===== config.mk =====
export PLATFORM = sky130hd
export DESIGN_NAME = tlue_parent
export DESIGN_NICKNAME = d
export VERILOG_FILES = /design/src/hdl/tlue_pkg.sv /design/src/hdl/tlue_parent.sv
export SDC_FILE = /design/constraint.sdc
export NUM_CORES = 2
export LEC_CHECK = 0
export ABC_AREA = 1
export BUFFER_PORTS_ARGS = -buffer_cell sky130_fd_sc_hd__clkbuf_2
export CORE_ASPECT_RATIO = 1.25
export CORE_UTILIZATION = 38
export CTS_CLUSTER_SIZE = 30
export DETAILED_ROUTE_END_ITERATION = 12
export PLACE_DENSITY_LB_ADDON = 0.1
export SETUP_SLACK_MARGIN = 0.4
export SLEW_MARGIN = 20
export SYNTH_ARGS = -nofsm -noshare
export SYNTH_HDL_FRONTEND = slang
export SYNTH_SLANG_ARGS = --single-unit
export TNS_END_PERCENT = 1

===== constraint.sdc =====
create_clock -name clk -period 2.85 [get_ports clk]
set_input_delay 0.7125 -clock clk [delete_from_list [all_inputs] [get_ports clk]]
set_output_delay 0.7125 -clock clk [all_outputs]
set_load 0.05 [all_outputs]

===== src/hdl/tlue_pkg.sv =====
// ----------------------------------------------------------------------------
// tlue_pkg
// shared types and constants for the taint label union engine
// ----------------------------------------------------------------------------
package tlue_pkg;

  localparam int LBL_W      = 8;
  localparam int MEMO_AW    = 2 * LBL_W;
  localparam int MEMO_DEPTH = 1 << MEMO_AW;

  localparam logic OP_CREATE  = 1'b0;
  localparam logic OP_COMBINE = 1'b1;

  typedef logic [LBL_W-1:0]   lbl_t;
  typedef logic [MEMO_AW-1:0] memo_addr_t;

  typedef enum logic {
    ST_IDLE,
    ST_EXEC
  } state_t;

  typedef struct packed {
    logic       rd_en;
    memo_addr_t rd_addr;
    logic       wr_en;
    memo_addr_t wr_addr;
    lbl_t       wr_data;
  } memo_req_t;

  typedef struct packed {
    logic rd_en;
    lbl_t rd_addr;
    logic wr_en;
    lbl_t wr_addr;
    lbl_t wr_lo;
    lbl_t wr_hi;
  } par_req_t;

endpackage


===== src/hdl/tlue_parent.sv =====
// ----------------------------------------------------------------------------
// tlue_parent
// parent pair memory, one entry per label
// ----------------------------------------------------------------------------
module tlue_parent
  import tlue_pkg::*;
#(
  parameter int DEPTH = 256
) (
  input  logic     clk,
  input  par_req_t req,
  output lbl_t     rd_lo,
  output lbl_t     rd_hi
);

  localparam int IDX_W = $clog2(DEPTH);

  logic [2*LBL_W-1:0] mem [DEPTH];
  logic [2*LBL_W-1:0] rd_data_r;

  always_ff @(posedge clk) begin
    if (req.wr_en) begin
      mem[req.wr_addr[IDX_W-1:0]] <= {req.wr_hi, req.wr_lo};
    end
  end

  always_ff @(posedge clk) begin
    if (req.rd_en) begin
      rd_data_r <= mem[req.rd_addr[IDX_W-1:0]];
    end
  end

  assign rd_lo = rd_data_r[LBL_W-1:0];
  assign rd_hi = rd_data_r[2*LBL_W-1:LBL_W];

endmodule


# Word-level counts from Yosys, hierarchy flattened
# Memories as Yosys holds them, arrays and structs flattened. A register that Yosys moved wholly into a read port is not among the register bits.
# Index checks and enable logic that the tools add are counted.
[totals]
memories = 1
word_cells = 3
in_bits = 35
reg_bits = 0
mem_bits_rw = 4096
[op_classes]
n_mux = 2
[memory_table]
columns = ["memory", "depth", "width", "read_ports", "rd_ports_with_merged_regs", "write_ports", "line_no", "source"]
rows = [
  ["mem", 256, 16, 1, 1, 1, "tlue_parent.sv:18", "logic [2*LBL_W-1:0] mem [DEPTH];"],
]
[ops]
columns = ["cell", "count"]
rows = [
  ["2-to-1 mux 1 bit", 2],
]

# Longest topological paths before layout
[depth]
depth_word = 2
mapped_depth = 15
depth_no_buf = 11

# Worst setup path before layout
# Ideal clock, no wire load.
[synth_path]
kind = "input port to flip-flop"
from = "input req[24] (netlist name)"
to = "memory mem[162][0] (netlist name), enable pin"
t_required_ns = 2.462
path_buffers = 2
cell_stages = 4
arrival_ns = 2.165
setup_slack_ns = 0.297
setup_ns = 0.388
path_cell_list = "clkbuf_1 nand3_1 clkbuf_1 nor2_1"
[synth_via]
elab_chain_len = 2
[synth_lines]
columns = ["element", "line_no", "source"]
rows = [
  ["from (decl)", "tlue_parent.sv:11", "input par_req_t req,"],
  ["2-to-1 mux 1 bit", "tlue_parent.sv:22", "if (req.wr_en) begin"],
  ["2-to-1 mux 1 bit (implied by the code)", "tlue_parent.sv:23", "mem[req.wr_addr[IDX_W-1:0]] <= {req.wr_hi, req.wr_lo};"],
  ["to (decl)", "tlue_parent.sv:18", ""],
]
# No other way between the ends.

==> impl_metrics.ini <==
[setup_path]
path_class = in -> reg
setup.worst_path.start_class = primary input
crit_path_max_fanout = 42
startpoint = req[26]
rrSetupSlack_ns = 0.15
timing.critical_path.required_ns = 3.62
crit_end = rd_data_r[11]$_DFFE_PP_
reg2reg_from = mem[128][11]$_DFFE_PP_
critPathArrivalTime_ns = 3.62
endpoint_kind = flop
r2r_end = rd_data_r[11]$_DFFE_PP_
r2r_cells = 11

[placement]
dp_worst_setup_slack_ns = -1.05
gp_congestion = 0.864
placed_cells = 19800
hpwl_um = 356000
io_buffers = 50

[routing]
wire_per_inst_um = 27.5
vias_per_cell = 5.42
routed-via-count = 112000
dr.pass1.iters = 7
drt_iter0_drc = 10900
totalWireLength_um = 565000
postRouteAntennaNets = 0
drc_errors = 0

[layout]
layoutNonFillerInstCount = 20600
final_nets = 14500
area_growth_pct = 19.7
drive_gt1_frac = 0.142

[synth]
synthesis.instances = 13600
synth_edf_count = 4112
ys_ff_latch = 4112
synth_top_area_share = 0.744
yosysSeqAreaShare = 0.744
synth_fp_nets = 13700
synth.distinct_cells = 14
synth_area_leaders = edfxtp_1 (74%), nand3_1 (12%), nand2_1 (9.5%)
yosysTopAreaCell = edfxtp_1
avgSynthCellArea_um2 = 12.2
synthArstFlopShare = 0
synth_commonest_cells = nand2_1 (4,211), edfxtp_1 (4,112), nand3_1 (4,035)
synth_ff_type = edfxtp_1
yosysMostFrequentCell = nand2_1
synth_area_um2 = 166000
synth_warnings = 0

[hold_path]
hold_path.class = in -> reg
hold_path_depth = 1

[global_routing]
antenna_found_initial = 31
gr-total-overflow = 0
grt_pass1_vias = 109000
grt_pass1_wl_um = 805000
grt_usage = 0.254
grt_max_degree = 94

[floorplanning]
die_y_um = 741
num_rows = 270
die_area_um2 = 439000
initial_core_util = 0.383
core_um2 = 433000
die_w_um = 593
ioPinCount = 51

[clocking]
cts_resized = 7
cts_buffer_depth = 4
cts_made_buffers = 428
cts_tree = yes
clock-sinks = 4112
post_cts_buffers = 0
clkTransAtPathRegs_ns = 0.06
holdBufCountCts = 0
h-tree-depth = 5
worst_skew_pair.late_latency_ns = 1.02
root_buffer = clkbuf_16

[run_status]
violations = setup timing
status = complete, but fails checks

[timing]
fin_worst_skew_ns = 0.0517
setup_viol = 1
setup_tns_ns = -0.00221
slew_violations = 0
rsz0062_at_grt = yes
period_minus_slack_ns = 2.85
timing.final.crit_share = 1.00
fmax_ghz = 0.351
tightest_slew_ns = 1.14
hold_viol_final = 0
worst_slack_ns = -0.00221
hold_slack_ns = 0.0874
maxSlewHeadroom = 0.240

[power_and_ir_drop]
power_uw = 134000
peakVddDrop_mv = 0.494
power.density_nw_per_um2 = 675
power_leakage_uw = 0.0704

[job]
cap_violations = 0
## report_power, final
part | switching (uW) | internal, uW
Clock | 24300 | 33200
Sequential | 76.7 | 66700
Combinational | 6870 | 2910
## critical path, stage by stage
cell	delay [ns]
buf_8	0.14
inv_16	0.18
buf_12	0.30
buf_4	0.19
nand3_1	0.08
nand3_1	0.11
nand3_1	0.20
nand3_1	0.25
nand3_1	0.18
buf_4	0.17
nand3_1	0.33
nand2_1	0.36
nand2_1	0.23
nand2_1	0.10
## cells in the final DEF, fill, tap and decap left out, drive strengths merged
master       n
nand3     4035
buf       1347
clkbuf     534
clkinvlp    21
clkinv     195
edfxtp    4112
nor2       283
nand2     4211
inv         51
bufinv      59
diode       10
## registers in the layout, summed over array words and instances (netlist names)
name and flops:
mem 4096, rd_data_r 16
## cell type report
type,instances,area [um2]
fillers,39000,235000
flip-flops and latches,4112,123000
well taps,5712,7150
clock inverters,287,3200
inverters,39,199
clock buffers,506,11100
repair buffers,1375,16100
diodes,10,25.0
multi-input cells,8529,37300
## per-stage QoR
stage / cell area (um2) / util
finish: 199000 / 0.458
global route: 199000 / 0.458
CTS: 199000 / 0.458
detailed placement: 184000 / 0.425
global placement: 184000 / 0.425
floorplan: 166000 / -
## cells by family (layout without fill, tap and decap cells)
family / count (synthesis) / in the layout / share of synthesized area
AND/OR/NAND/NOR: 8529 / 8529 / 0.223
flip-flops: 4112 / 4112 / 0.744
buffers and inverters: 976 / 2207 / 0.0321
other: 0 / 10 / 0
## how the worst min path moves through the flow
stage                                    start                     end  slack (ns)
final                                   req[4]  mem[209][12]$_DFFE_PP_        0.09
after global routing                    req[3]  mem[194][11]$_DFFE_PP_        0.06
after CTS                               req[4]  mem[209][12]$_DFFE_PP_        0.01
after detailed placement  mem[96][1]$_DFFE_PP_  rd_data_r[1]$_DFFE_PP_        1.06
after global placement                  req[4]  mem[209][12]$_DFFE_PP_        1.10
after floorplan                         req[8]     mem[0][0]$_DFFE_PP_        0.81
## per-layer routing
layer	share of wire	GRT usage
met5	0.00062	0
met1	0.41	0.336
met2	0.49	0.428
met3	0.056	0.0308
met4	0.040	0.0923
Note: power is estimated with default switching activity, not from simulation.
